===== config.mk =====
export PLATFORM = sky130hd
export DESIGN_NAME = oldest_free_surface_allocator
export DESIGN_NICKNAME = d
export VERILOG_FILES = /design/src/design/ofsa_pkg.sv /design/src/design/ofsa_ram.sv /design/src/design/ofsa_scan.sv /design/src/design/oldest_free_surface_allocator.sv
export SDC_FILE = /design/constraint.sdc
export NUM_CORES = 2
export LEC_CHECK = 0
export BUFFER_PORTS_ARGS = -buffer_cell sky130_fd_sc_hd__buf_2
export CAP_MARGIN = 20
export CORE_ASPECT_RATIO = 0.8
export CORE_UTILIZATION = 40
export CTS_BUF_LIST = sky130_fd_sc_hd__clkbuf_8
export CTS_CLUSTER_DIAMETER = 120
export DETAILED_ROUTE_END_ITERATION = 16
export HOLD_SLACK_MARGIN = 0.12
export SLEW_MARGIN = 25
export SYNTH_ARGS = -nofsm -noshare
export SYNTH_HDL_FRONTEND = slang
export SYNTH_HIERARCHICAL = 1
export SYNTH_SLANG_ARGS = --single-unit

===== constraint.sdc =====
create_clock -name i_clk -period 8.25 [get_ports i_clk]
set_input_delay 1.65 -clock i_clk [delete_from_list [all_inputs] [get_ports i_clk]]
set_output_delay 1.65 -clock i_clk [all_outputs]
set_load 0.03 [all_outputs]

===== src/design/ofsa_pkg.sv =====
`default_nettype none
// ----------------------------------------------------------------------------
// ofsa_pkg
// Shared sizes, request and status codes, and types of the oldest-free
// surface slot allocator.
// ----------------------------------------------------------------------------
package ofsa_pkg;

    localparam int MAX_SURFACES = 32;
    localparam int AGE_BITS     = 64;
    localparam int SLOT_W       = $clog2(MAX_SURFACES);
    localparam int CNT_W        = $clog2(MAX_SURFACES + 1);
    localparam int CFG_W        = 6;
    localparam int OP_W         = 2;
    localparam int IN_SLOT_W    = 5;
    localparam int STATUS_W     = 3;
    localparam int OUT_SLOT_W   = 5;
    localparam int CMP_W        = 8;

    typedef logic [OP_W-1:0]     t_opcode;
    typedef logic [STATUS_W-1:0] t_status;

    localparam t_opcode OP_ALLOC   = 2'd0;
    localparam t_opcode OP_RELEASE = 2'd1;
    localparam t_opcode OP_CLEAR   = 2'd2;

    localparam t_status ST_GRANTED   = 3'd0;
    localparam t_status ST_NONE_FREE = 3'd1;
    localparam t_status ST_RELEASED  = 3'd2;
    localparam t_status ST_IGNORED   = 3'd3;
    localparam t_status ST_CLEARED   = 3'd4;

    typedef enum logic [1:0] {
        S_IDLE,
        S_SCAN,
        S_DONE
    } t_state;

    // Outcome of one pass over the age memory.
    typedef struct packed {
        logic              done;
        logic              found;
        logic [SLOT_W-1:0] best;
    } t_scan_res;

endpackage
`default_nettype wire


===== src/design/ofsa_ram.sv =====
`default_nettype none
// ----------------------------------------------------------------------------
// ofsa_ram
// Generic single-clock RAM with one write port and one registered read port.
// ----------------------------------------------------------------------------
module ofsa_ram #(
    parameter int WIDTH = 8,
    parameter int DEPTH = 32
) (
    input  wire logic                     i_clk,
    input  wire logic                     i_we,
    input  wire logic [$clog2(DEPTH)-1:0] i_waddr,
    input  wire logic [WIDTH-1:0]         i_wdata,
    input  wire logic [$clog2(DEPTH)-1:0] i_raddr,
    output logic      [WIDTH-1:0]         o_rdata
);

    logic [WIDTH-1:0] r_mem [DEPTH];

    always_ff @(posedge i_clk) begin
        if (i_we) begin
            r_mem[i_waddr] <= i_wdata;
        end
        o_rdata <= r_mem[i_raddr];
    end

endmodule
`default_nettype wire


===== src/design/ofsa_scan.sv =====
`default_nettype none
// ----------------------------------------------------------------------------
// ofsa_scan
// Walks the age memory one slot per cycle and keeps the free slot with the
// smallest age, the lowest index winning a tie.
// ----------------------------------------------------------------------------
module ofsa_scan
    import ofsa_pkg::*;
(
    input  wire logic                    i_clk,
    input  wire logic                    i_rst_n,
    input  wire logic                    i_start,
    input  wire logic [CNT_W-1:0]        i_pool_n,
    input  wire logic [MAX_SURFACES-1:0] i_busy,
    input  wire logic [MAX_SURFACES-1:0] i_age_vld,
    output logic      [SLOT_W-1:0]       o_raddr,
    input  wire logic [AGE_BITS-1:0]     i_rdata,
    output t_scan_res                    o_res
);

    logic                r_run, n_run;
    logic                r_pend, n_pend;
    logic [CNT_W-1:0]    r_idx, n_idx;
    logic [SLOT_W-1:0]   r_pidx, n_pidx;
    logic                r_found, n_found;
    logic [SLOT_W-1:0]   r_best, n_best;
    logic [AGE_BITS-1:0] r_best_age, n_best_age;
    logic [AGE_BITS-1:0] age;
    logic                issue;
    logic                done;

    assign issue   = r_run && (r_idx < i_pool_n);
    assign done    = r_run && !r_pend && !issue;
    assign o_raddr = r_idx[SLOT_W-1:0];
    // A slot never written since reset or clear holds age zero.
    assign age     = i_age_vld[r_pidx] ? i_rdata : '0;

    always_comb begin
        n_run      = r_run;
        n_pend     = 1'b0;
        n_idx      = r_idx;
        n_pidx     = r_pidx;
        n_found    = r_found;
        n_best     = r_best;
        n_best_age = r_best_age;
        if (i_start) begin
            n_run   = 1'b1;
            n_idx   = '0;
            n_found = 1'b0;
        end else begin
            if (issue) begin
                n_pend = 1'b1;
                n_pidx = r_idx[SLOT_W-1:0];
                n_idx  = r_idx + 1'b1;
            end
            if (r_pend && !i_busy[r_pidx] && (!r_found || age < r_best_age)) begin
                n_found    = 1'b1;
                n_best     = r_pidx;
                n_best_age = age;
            end
            if (done) begin
                n_run = 1'b0;
            end
        end
    end

    always_ff @(posedge i_clk) begin
        if (!i_rst_n) begin
            r_run   <= 1'b0;
            r_pend  <= 1'b0;
            r_found <= 1'b0;
        end else begin
            r_run   <= n_run;
            r_pend  <= n_pend;
            r_found <= n_found;
        end
        r_idx      <= n_idx;
        r_pidx     <= n_pidx;
        r_best     <= n_best;
        r_best_age <= n_best_age;
    end

    assign o_res.done  = done;
    assign o_res.found = r_found;
    assign o_res.best  = r_best;

endmodule
`default_nettype wire


===== src/design/oldest_free_surface_allocator.sv =====
`default_nettype none
// ----------------------------------------------------------------------------
// oldest_free_surface_allocator
// Grants the free surface slot with the oldest age stamp, releases slots and
// clears the pool.
// ----------------------------------------------------------------------------
// One request is worked on at a time. An allocate reaches the result register
// only after a pass that reads the age memory one slot per cycle; release,
// clear and unused requests skip that pass. The result register lets the
// next request be accepted while a result still waits to be taken. Busy marks
// and age-valid marks live in flip-flops, so reset and clear act at once and
// need no clearing pass. active_surfaces must be written only while no request
// is outstanding; the block itself does not enforce this.
module oldest_free_surface_allocator
    import ofsa_pkg::*;
(
    input  wire logic       i_clk,
    input  wire logic       i_rst_n,
    // Configuration: active_surfaces.
    input  wire logic       i_cfg_valid,
    output logic            o_cfg_ready,
    input  wire logic [5:0] i_cfg_data,
    // Requests.
    input  wire logic       i_s_axis_tvalid,
    output logic            o_s_axis_tready,
    input  wire logic [7:0] i_s_axis_tdata,  // [4:0] slot, [7:5] zero
    input  wire logic [1:0] i_s_axis_tuser,  // [1:0] opcode
    // Results.
    output logic            o_m_axis_tvalid,
    input  wire logic       i_m_axis_tready,
    output logic [7:0]      o_m_axis_tdata,  // [4:0] granted_slot, [7:5] zero
    output logic [2:0]      o_m_axis_tuser   // [2:0] status
);

    t_state                r_state, n_state;
    logic [CFG_W-1:0]      r_cfg;
    logic [MAX_SURFACES-1:0] r_busy;
    logic [MAX_SURFACES-1:0] r_age_vld;
    logic [AGE_BITS-1:0]   r_age_cnt;
    t_status               r_res_status;
    logic [SLOT_W-1:0]     r_res_slot;
    logic                  r_ovalid;
    t_status               r_ostatus;
    logic [OUT_SLOT_W-1:0] r_oslot;

    logic [CMP_W-1:0]      pool_wide;
    logic [CNT_W-1:0]      pool_n;
    logic                  in_acc;
    t_opcode               op;
    logic [IN_SLOT_W-1:0]  in_slot;
    logic                  rel_ok;
    logic                  out_free;
    logic                  scan_start;
    logic                  load_out;
    logic                  ram_we;
    logic [SLOT_W-1:0]     ram_raddr;
    logic [AGE_BITS-1:0]   ram_rdata;
    t_scan_res             scan_res;

    assign op       = i_s_axis_tuser;
    assign in_slot  = i_s_axis_tdata[IN_SLOT_W-1:0];
    assign in_acc   = i_s_axis_tvalid && o_s_axis_tready;
    assign out_free = !r_ovalid || i_m_axis_tready;
    assign o_cfg_ready = 1'b1;

    always_comb begin
        pool_wide = CMP_W'(r_cfg);
        if (pool_wide > CMP_W'(MAX_SURFACES)) begin
            pool_wide = CMP_W'(MAX_SURFACES);
        end
        pool_n = pool_wide[CNT_W-1:0];
    end

    assign rel_ok = CMP_W'(in_slot) < CMP_W'(pool_n);

    // Next state.
    always_comb begin
        n_state = r_state;
        unique case (r_state)
            S_IDLE: begin
                if (in_acc) begin
                    n_state = (op == OP_ALLOC) ? S_SCAN : S_DONE;
                end
            end
            S_SCAN: begin
                if (scan_res.done) begin
                    n_state = S_DONE;
                end
            end
            S_DONE: begin
                if (out_free) begin
                    n_state = S_IDLE;
                end
            end
            default: n_state = S_IDLE;
        endcase
    end

    // State outputs.
    always_comb begin
        o_s_axis_tready = 1'b0;
        scan_start      = 1'b0;
        load_out        = 1'b0;
        ram_we          = 1'b0;
        unique case (r_state)
            S_IDLE: begin
                o_s_axis_tready = 1'b1;
                scan_start      = i_s_axis_tvalid && (op == OP_ALLOC);
            end
            S_SCAN: begin
                ram_we = scan_res.done && scan_res.found;
            end
            S_DONE: begin
                load_out = out_free;
            end
            default: ;
        endcase
    end

    always_ff @(posedge i_clk) begin
        if (!i_rst_n) begin
            r_state   <= S_IDLE;
            r_cfg     <= CFG_W'(32);
            r_busy    <= '0;
            r_age_vld <= '0;
            r_age_cnt <= '0;
            r_ovalid  <= 1'b0;
        end else begin
            r_state <= n_state;
            if (i_cfg_valid && o_cfg_ready) begin
                r_cfg <= i_cfg_data;
            end
            if (in_acc && op == OP_RELEASE && rel_ok) begin
                r_busy[SLOT_W'(in_slot)] <= 1'b0;
            end
            if (in_acc && op == OP_CLEAR) begin
                r_busy    <= '0;
                r_age_vld <= '0;
                r_age_cnt <= '0;
            end
            if (ram_we) begin
                r_busy[scan_res.best]    <= 1'b1;
                r_age_vld[scan_res.best] <= 1'b1;
                r_age_cnt                <= r_age_cnt + 1'b1;
            end
            if (load_out) begin
                r_ovalid <= 1'b1;
            end else if (i_m_axis_tready) begin
                r_ovalid <= 1'b0;
            end
        end
    end

    // Result of the request in flight.
    always_ff @(posedge i_clk) begin
        if (in_acc) begin
            r_res_slot <= '0;
            priority case (1'b1)
                op == OP_ALLOC:             r_res_status <= ST_NONE_FREE;
                op == OP_RELEASE && rel_ok: r_res_status <= ST_RELEASED;
                op == OP_CLEAR:             r_res_status <= ST_CLEARED;
                default:                    r_res_status <= ST_IGNORED;
            endcase
        end else if (r_state == S_SCAN && scan_res.done) begin
            if (scan_res.found) begin
                r_res_status <= ST_GRANTED;
                r_res_slot   <= scan_res.best;
            end
        end
        if (load_out) begin
            r_ostatus <= r_res_status;
            r_oslot   <= OUT_SLOT_W'(r_res_slot);
        end
    end

    ofsa_ram #(
        .WIDTH (AGE_BITS),
        .DEPTH (MAX_SURFACES)
    ) u_age_ram (
        .i_clk   (i_clk),
        .i_we    (ram_we),
        .i_waddr (scan_res.best),
        .i_wdata (r_age_cnt),
        .i_raddr (ram_raddr),
        .o_rdata (ram_rdata)
    );

    ofsa_scan u_scan (
        .i_clk     (i_clk),
        .i_rst_n   (i_rst_n),
        .i_start   (scan_start),
        .i_pool_n  (pool_n),
        .i_busy    (r_busy),
        .i_age_vld (r_age_vld),
        .o_raddr   (ram_raddr),
        .i_rdata   (ram_rdata),
        .o_res     (scan_res)
    );

    assign o_m_axis_tvalid = r_ovalid;
    assign o_m_axis_tuser  = r_ostatus;
    assign o_m_axis_tdata  = {{(8 - OUT_SLOT_W){1'b0}}, r_oslot};

    // An accepted allocate starts the memory pass in the next cycle.
    a_alloc_scans: assert property (@(posedge i_clk) disable iff (!i_rst_n)
        (in_acc && op == OP_ALLOC) |=> (r_state == S_SCAN))
        else $error("allocate did not start a scan");

    // A grant leaves the granted slot busy and inside the pool.
    a_grant_busy: assert property (@(posedge i_clk) disable iff (!i_rst_n)
        (load_out && r_res_status == ST_GRANTED)
            |=> (r_busy[r_res_slot] && (CMP_W'(r_oslot) < CMP_W'(pool_n))))
        else $error("granted slot not busy or outside pool");

    // The age memory is written only at the end of a successful pass.
    a_write_on_grant: assert property (@(posedge i_clk) disable iff (!i_rst_n)
        ram_we |=> (r_state == S_DONE && r_res_status == ST_GRANTED))
        else $error("age write without a grant");

endmodule
`default_nettype wire

# --- Word level (Yosys, flattened, before mapping) ---
# Memory sizes are Yosys's and may differ from the RTL's. A register that Yosys moved wholly into a read port is not among the register bits.
# Index checks and enable logic that the tools add are counted.
classes:
  muxes: 41
  n_addsub: 2
  reduce_logical: 35
  n_eq_ne: 7
  n_bitwise: 6
  n_lt_le_gt_ge: 9
ops:
  columns: ["op", "n"]
  rows:
  - ["$mux 32", 7]
  - ["$mux 64", 3]
  - ["$add 64x1->64 const B", 1]
  - ["$lt 64x64->1", 1]
  - ["$or 32x32->32", 2]
  - ["$and 32x32->32", 1]
  - ["$not 32->32", 1]
  - ["$lt 5x6->1 const B", 3]
  - ["$mux 3", 6]
  - ["$logic_and 1x1->1", 15]
  - ["$mux 1", 15]
  - ["$bmux 1 s5", 2]
  - ["$demux 1 s5", 2]
  - ["$ge 5x1->1 const B", 2]
  - ["$reduce_bool 2->1", 5]
  - ["$mux 2", 4]
  - ["$reduce_and 2->1", 4]
  - ["$add 6x1->6 const B", 1]
  - ["$gt 6x6->1 const B", 1]
  - ["$lt 5x6->1", 1]
  - ["$lt 6x6->1", 1]
  - ["$mux 6", 1]
  - ["$pmux 2 s3", 1]
  - ["$logic_not 1->1", 5]
  - ["9 further kinds", 15]
totals:
  memories: 1
  elab_cells: 118
  regBits: 236
  ram_bits: 2048
memory_table:
  columns: ["name", "depth", "word_bits", "read_ports", "rd_ports_with_merged_regs", "write_ports", "line", "source"]
  rows:
  - ["u_age_ram.r_mem", 32, 64, 1, 1, 1, "ofsa_ram.sv:18", "logic [WIDTH-1:0] r_mem [DEPTH];"]

# --- Longest topological paths before layout ---
logic_depth:
  word_depth: 11
  depth_mapped: 19
  mapped_depth_nobuf: 15

# --- Cells and area by module ---
# Netlist, hierarchy kept.
by_module_without_submodules:
  columns: ["module", "area_per_inst_um2", "cells_each", "n_inst"]
  rows:
  - ["ofsa_ram", 78964.5, 3097, 1]
  - ["oldest_free_surface_allocator", 7091.8, 791, 1]
  - ["ofsa_scan", 5590.4, 499, 1]

# --- Least setup slack after synthesis ---
# Ideal clock, no wire load.
synth_timing:
  path_kind: "register -> register"
  from: "register u_scan.r_pidx[1]"
  to: "register u_scan.r_best[0], enable pin"
  required_ns: 7.713
  path_slack_ns: 1.078
  path_stages_with_launch: 17
  arrival_ns: 6.635
  period_less_slack_ns: 7.172
  setup_time_ns: 0.537
  path_cell_list: "edfxtp_1 > buf_6 > mux4_2 > nor2_1 > a211oi_1 > a211oi_1 > a31oi_1 > buf_6 > buf_6 > and2_4 > ha_1 > a21oi_1 > o211ai_1 > a221o_1 > a21oi_1 > o41ai_1 > a31oi_1"
synth_via:
  elab_chain_cells: 7
  elab_cells_between_ends: 11
synth_lines:
  columns: ["item", "line", "source"]
  rows:
  - ["start: declaration", "ofsa_scan.sv:24", "logic [SLOT_W-1:0] r_pidx, n_pidx;"]
  - ["start signal: assignment", "ofsa_scan.sv:78", "r_pidx <= n_pidx;"]
  - ["$bmux 1 s5", "ofsa_scan.sv:36", "assign age = i_age_vld[r_pidx] ? i_rdata : '0;"]
  - ["$mux 1 (not written as such)", "ofsa_scan.sv:36", null]
  - ["$mux 64", "ofsa_scan.sv:36", null]
  - ["named net u_scan.age[25]", "ofsa_scan.sv:28", "logic [AGE_BITS-1:0] age;"]
  - ["$lt 64x64->1", "ofsa_scan.sv:56", "if (r_pend && !i_busy[r_pidx] && (!r_found || age < r_best_age)) begin"]
  - ["$logic_or 1x1->1", "ofsa_scan.sv:56", null]
  - ["$logic_and 1x1->1", "ofsa_scan.sv:56", null]
  - ["$reduce_and 2->1 (no line)", null, null]
  - ["end signal: assignment", "ofsa_scan.sv:79", "r_best <= n_best;"]
  - ["end: declaration", "ofsa_scan.sv:26", "logic [SLOT_W-1:0] r_best, n_best;"]
# The timed path passes the listed nets, and every way through them passes these cells. The select of a mux whose other input is x is not followed.
# A chain may end at the register's enable or synchronous reset.

# --- Final worst setup path ---
layout_timing:
  from: "register u_scan.r_pidx[1]"
  to: "register u_scan.r_best_age[53], enable pin"
layout_via:
  elab_chain_cells: 7
  elab_cells_between_ends: 11
layout_lines:
  columns: ["item", "line", "source"]
  rows:
  - ["$bmux 1 s5", "ofsa_scan.sv:36", null]
  - ["$mux 1 (not written as such)", "ofsa_scan.sv:36", null]
  - ["$mux 64", "ofsa_scan.sv:36", null]
  - ["named net u_scan.age[25]", "ofsa_scan.sv:28", null]
  - ["$lt 64x64->1", "ofsa_scan.sv:56", null]
  - ["$logic_or 1x1->1", "ofsa_scan.sv:56", null]
  - ["$logic_and 1x1->1", "ofsa_scan.sv:56", null]
  - ["$reduce_and 2->1 (no line)", null, null]
  - ["end signal: assignment", "ofsa_scan.sv:80", "r_best_age <= n_best_age;"]
  - ["end: declaration", "ofsa_scan.sv:27", "logic [AGE_BITS-1:0] r_best_age, n_best_age;"]
# The timed path passes the listed nets, and every way through them passes these cells. The select of a mux whose other input is x is not followed.

==> impl_metrics.env <==
export IMPL_status="complete, no violations"
export IMPL_cts_htree_levels=5
export IMPL_hold_depth=0
export IMPL_swShare=0.239
export IMPL_final_area_um2=103000
export IMPL_ant_nets=0
export IMPL_start_kind="register"
export IMPL_max_freq_mhz=157
export IMPL_clock_latency_ns=0.97
export IMPL_hp_class="reg -> reg"
export IMPL_p_switching_uw=5970
export IMPL_cts_sinks=2348
export IMPL_drv_cap=0
export IMPL_max_stage_delay_ns=1.02
export IMPL_synth_distinct_cells=81
export IMPL_area_delta_synth_final_pct=12.0
export IMPL_cp_max_fo=39
export IMPL_first_global_vias=46389
export IMPL_initial_utilization=0.404
export IMPL_crit_required_ns=8.81
export IMPL_leakage_uw=0.0312
export IMPL_slew_violations=0
export IMPL_ys_ff_latch=2348
export IMPL_p_seq_frac=0.524
export IMPL_vias=45914
export IMPL_clk_pin_slew_ns=0.06
export IMPL_rsz0062_at_grt="no"
export IMPL_cts_buffers=355
export IMPL_ir_drop_mv=0.157
export IMPL_power_frac_comb=0.114
export IMPL_synth_compound_area_frac=0.0243
export IMPL_cts_resized=0
export IMPL_synthesis_instances=4387
export IMPL_die_height_um=430
export IMPL_grtUsageTotal=0.200
export IMPL_cts_setup_buffers=0
export IMPL_fin_util=0.453
export IMPL_crit_type="reg -> reg"
export IMPL_clock_path_buffers=4
export IMPL_drtIter0Drc=5076
export IMPL_final_setup_worst_slack_ns=1.87
export IMPL_setup_tns_final_ns=0
export IMPL_routedWlPerCell_um=29.2
export IMPL_grt_max_degree=97
export IMPL_antenna_found_initial=5
export IMPL_p_int_uw=19000
export IMPL_drive_gt1_frac=0.294
export IMPL_clkPwrFrac=0.363
export IMPL_dp_hpwl_mm=117
export IMPL_grt_pass1_wl_mm=332
export IMPL_syn_area_um2=91600
export IMPL_grt_ovfl_total=0
export IMPL_fin_crit_sh=0.773
export IMPL_min_period_ns=6.38
export IMPL_num_rows=156
export IMPL_async_flop_share=0
export IMPL_placed_cell_area_um2=96000
export IMPL_synthFlopType="edfxtp_1"
export IMPL_first_pass_iters=5
export IMPL_vias_per_cell=5.76
export IMPL_drcViolationCount=0
export IMPL_die_w_um=537
export IMPL_cts_root_buf="clkbuf_8"
export IMPL_yosysSeqAreaShare=0.746
export IMPL_synth_adder_area_share=0.0101
export IMPL_max_slew_margin=0.253
export IMPL_setup_violations_final=0
export IMPL_place_ws_ns=1.95
export IMPL_hold_viol=0
export IMPL_yosys_warnings=6
export IMPL_avgSynthCellArea_um2=20.9
export IMPL_cp_top_family="compound AO/OA/AOI/OAI gates"
export IMPL_crit_chain="mux2i_1 -> and3_1 -> a211oi_1 -> a211oi_1 -> a31oi_4 -> buf_4 -> and2_4 -> ha_1 -> a21oi_1 -> o211ai_1 -> a221o_1 -> a21oi_1 -> nand2_1 -> a41o_1 -> a31oi_4 -> buf_4"
export IMPL_cts_hold_buffers=0
export IMPL_cp_data_arrival_time_ns=6.94
export IMPL_synth_mux_area_frac=0.167
export IMPL_nets=4771
export IMPL_synth_simple_gate_area_share=0.0348
export IMPL_r2r_cells=16
export IMPL_path_depth=16
export IMPL_synth_xor_area_share=0.000860
export IMPL_core_region_area_um2=227000
export IMPL_synth_edf_count=2133
export IMPL_worst_slew_pin_slew_ns=1.12
export IMPL_wl_mm=232
export IMPL_cp_end_kind="register"
export IMPL_placedCellCount=7321
export IMPL_pin_count=35
export IMPL_fin_skew_ns=0.0588
export IMPL_critical_path_buf_inv_count=2
export IMPL_gp_congestion=0.781
export IMPL_cts_tree="built"
export IMPL_layoutNonFillerInstCount=7972
export IMPL_cp_slowest_cell="edfxtp_1"
export IMPL_synth_top_family_by_area="multiplexers"
export IMPL_p_per_area_nw_per_um2=243
export IMPL_fp_dieArea_um2=231000
export IMPL_portBuffers=27
## power groups by stage
stage	clock network [uW]	logic (uW)	registers, uW
detailed placement	0	2900	13300
CTS	9270	2900	13100
finish	9060	2850	13100
global route	9770	3060	13100
floorplan	0	2400	13200
global placement	0	2890	13400
## cells in the final DEF (no fill, tap or decap), drive strengths merged, types with 50 or more instances in the layout
cell,n
inv,224
nor2,90
edfxtp,2133
buf,167
mux2i,66
nand3,52
nand2,106
dfxtp,215
mux4,614
ha,74
mux2,74
o21ai,62
clkbuf,388
clkinv,114
and2,87
nor2b,50
## path summary, 6_finish.rpt
kind | startpoint | end | slack [ns]
worst max-delay path | u_scan/r_pidx[1] | u_scan/r_best_age[53] | 1.87
worst min-delay path | r_res_status[1] | o_m_axis_tuser[1] | 0.42
worst max register to register | u_scan/r_pidx[1] | u_scan/r_best_age[53] | 1.87
worst min register to register | r_res_status[1] | o_m_axis_tuser[1] | 0.42
## state kept, by name, summed over array words and instances, names as in the netlist, 2 cells and up
| name | flops |
|---|---|
| r_state | 2 |
| r_oslot | 5 |
| r_cfg | 6 |
| u_scan/r_idx | 6 |
| u_scan/r_best_age | 64 |
| r_busy | 32 |
| u_age_ram/r_mem | 2048 |
| o_m_axis_tuser | 3 |
| r_res_slot | 5 |
| u_age_ram/o_rdata | 64 |
| r_age_vld | 32 |
| r_age_cnt | 64 |
| u_scan/r_pidx | 5 |
| r_res_status | 3 |
| u_scan/r_best | 5 |
## stage by stage
step	total power [uW]	hold WS (ns)
after floorplan	15600	0.400
after global placement	16200	0.411
after detailed placement	16200	0.405
after CTS	25300	0.420
after global routing	25900	0.442
final	25000	0.420
## layer usage
layer | part of all wire | GRT usage | up-vias
li1 | - | - | 18842
met1 | 0.45 | 0.303 | 24845
met2 | 0.46 | 0.304 | 1900
met3 | 0.074 | 0.0300 | 327
met4 | 0.018 | 0.0472 | 0
met5 | 0 | 0 | -
## Yosys cell counts (all sizes together) (6+ instances only)
cell type / number / share of area
or4: 15 / 0.0012
nand2: 106 / 0.0043
nand2b: 17 / 0.0012
mux2: 74 / 0.0091
nor2b: 50 / 0.0034
nand3b: 8 / 0.00066
mux2i: 66 / 0.0072
xnor2: 6 / 0.00057
and3: 19 / 0.0013
inv: 94 / 0.0039
nand4b: 7 / 0.00083
edfxtp: 2133 / 0.70
a32oi: 32 / 0.0031
a211oi: 9 / 0.00074
dfxtp: 215 / 0.047
nor3b: 12 / 0.0010
nand4: 29 / 0.0022
o21ai: 62 / 0.0034
o211ai: 13 / 0.0011
a221oi: 12 / 0.0011
buf: 135 / 0.0087
ha: 74 / 0.010
a22oi: 35 / 0.0029
nor3: 16 / 0.00087
nor4: 15 / 0.0014
o21a: 15 / 0.0012
o311ai: 13 / 0.0012
nand3: 52 / 0.0028
mux4: 614 / 0.15
and4: 8 / 0.00076
clkbuf: 102 / 0.0042
a21boi: 25 / 0.0020
o22ai: 11 / 0.00075
nor2: 90 / 0.0037
or3: 13 / 0.00094
and2: 87 / 0.0071
a21oi: 36 / 0.0020
## kinds of logic after synthesis
group           count (synthesis)
compound gates                313
xor+xnor                        9
fa+ha+maj                      74
buf+inv                       331
flops                        2348
mux                           754
other cells                     2
simple gates                  556
## final cells by class
class	count	area (um^2)
inverter	94	353
tap	3002	3760
fill	19152	124000
antenna	5	12.5
sequential	2348	68400
clock buffer	388	5340
multi-input combinational	1710	22100
timing repair buffer	167	1390
clock inverter	258	1290
No activity file was read; power rests on OpenSTA's default activity.
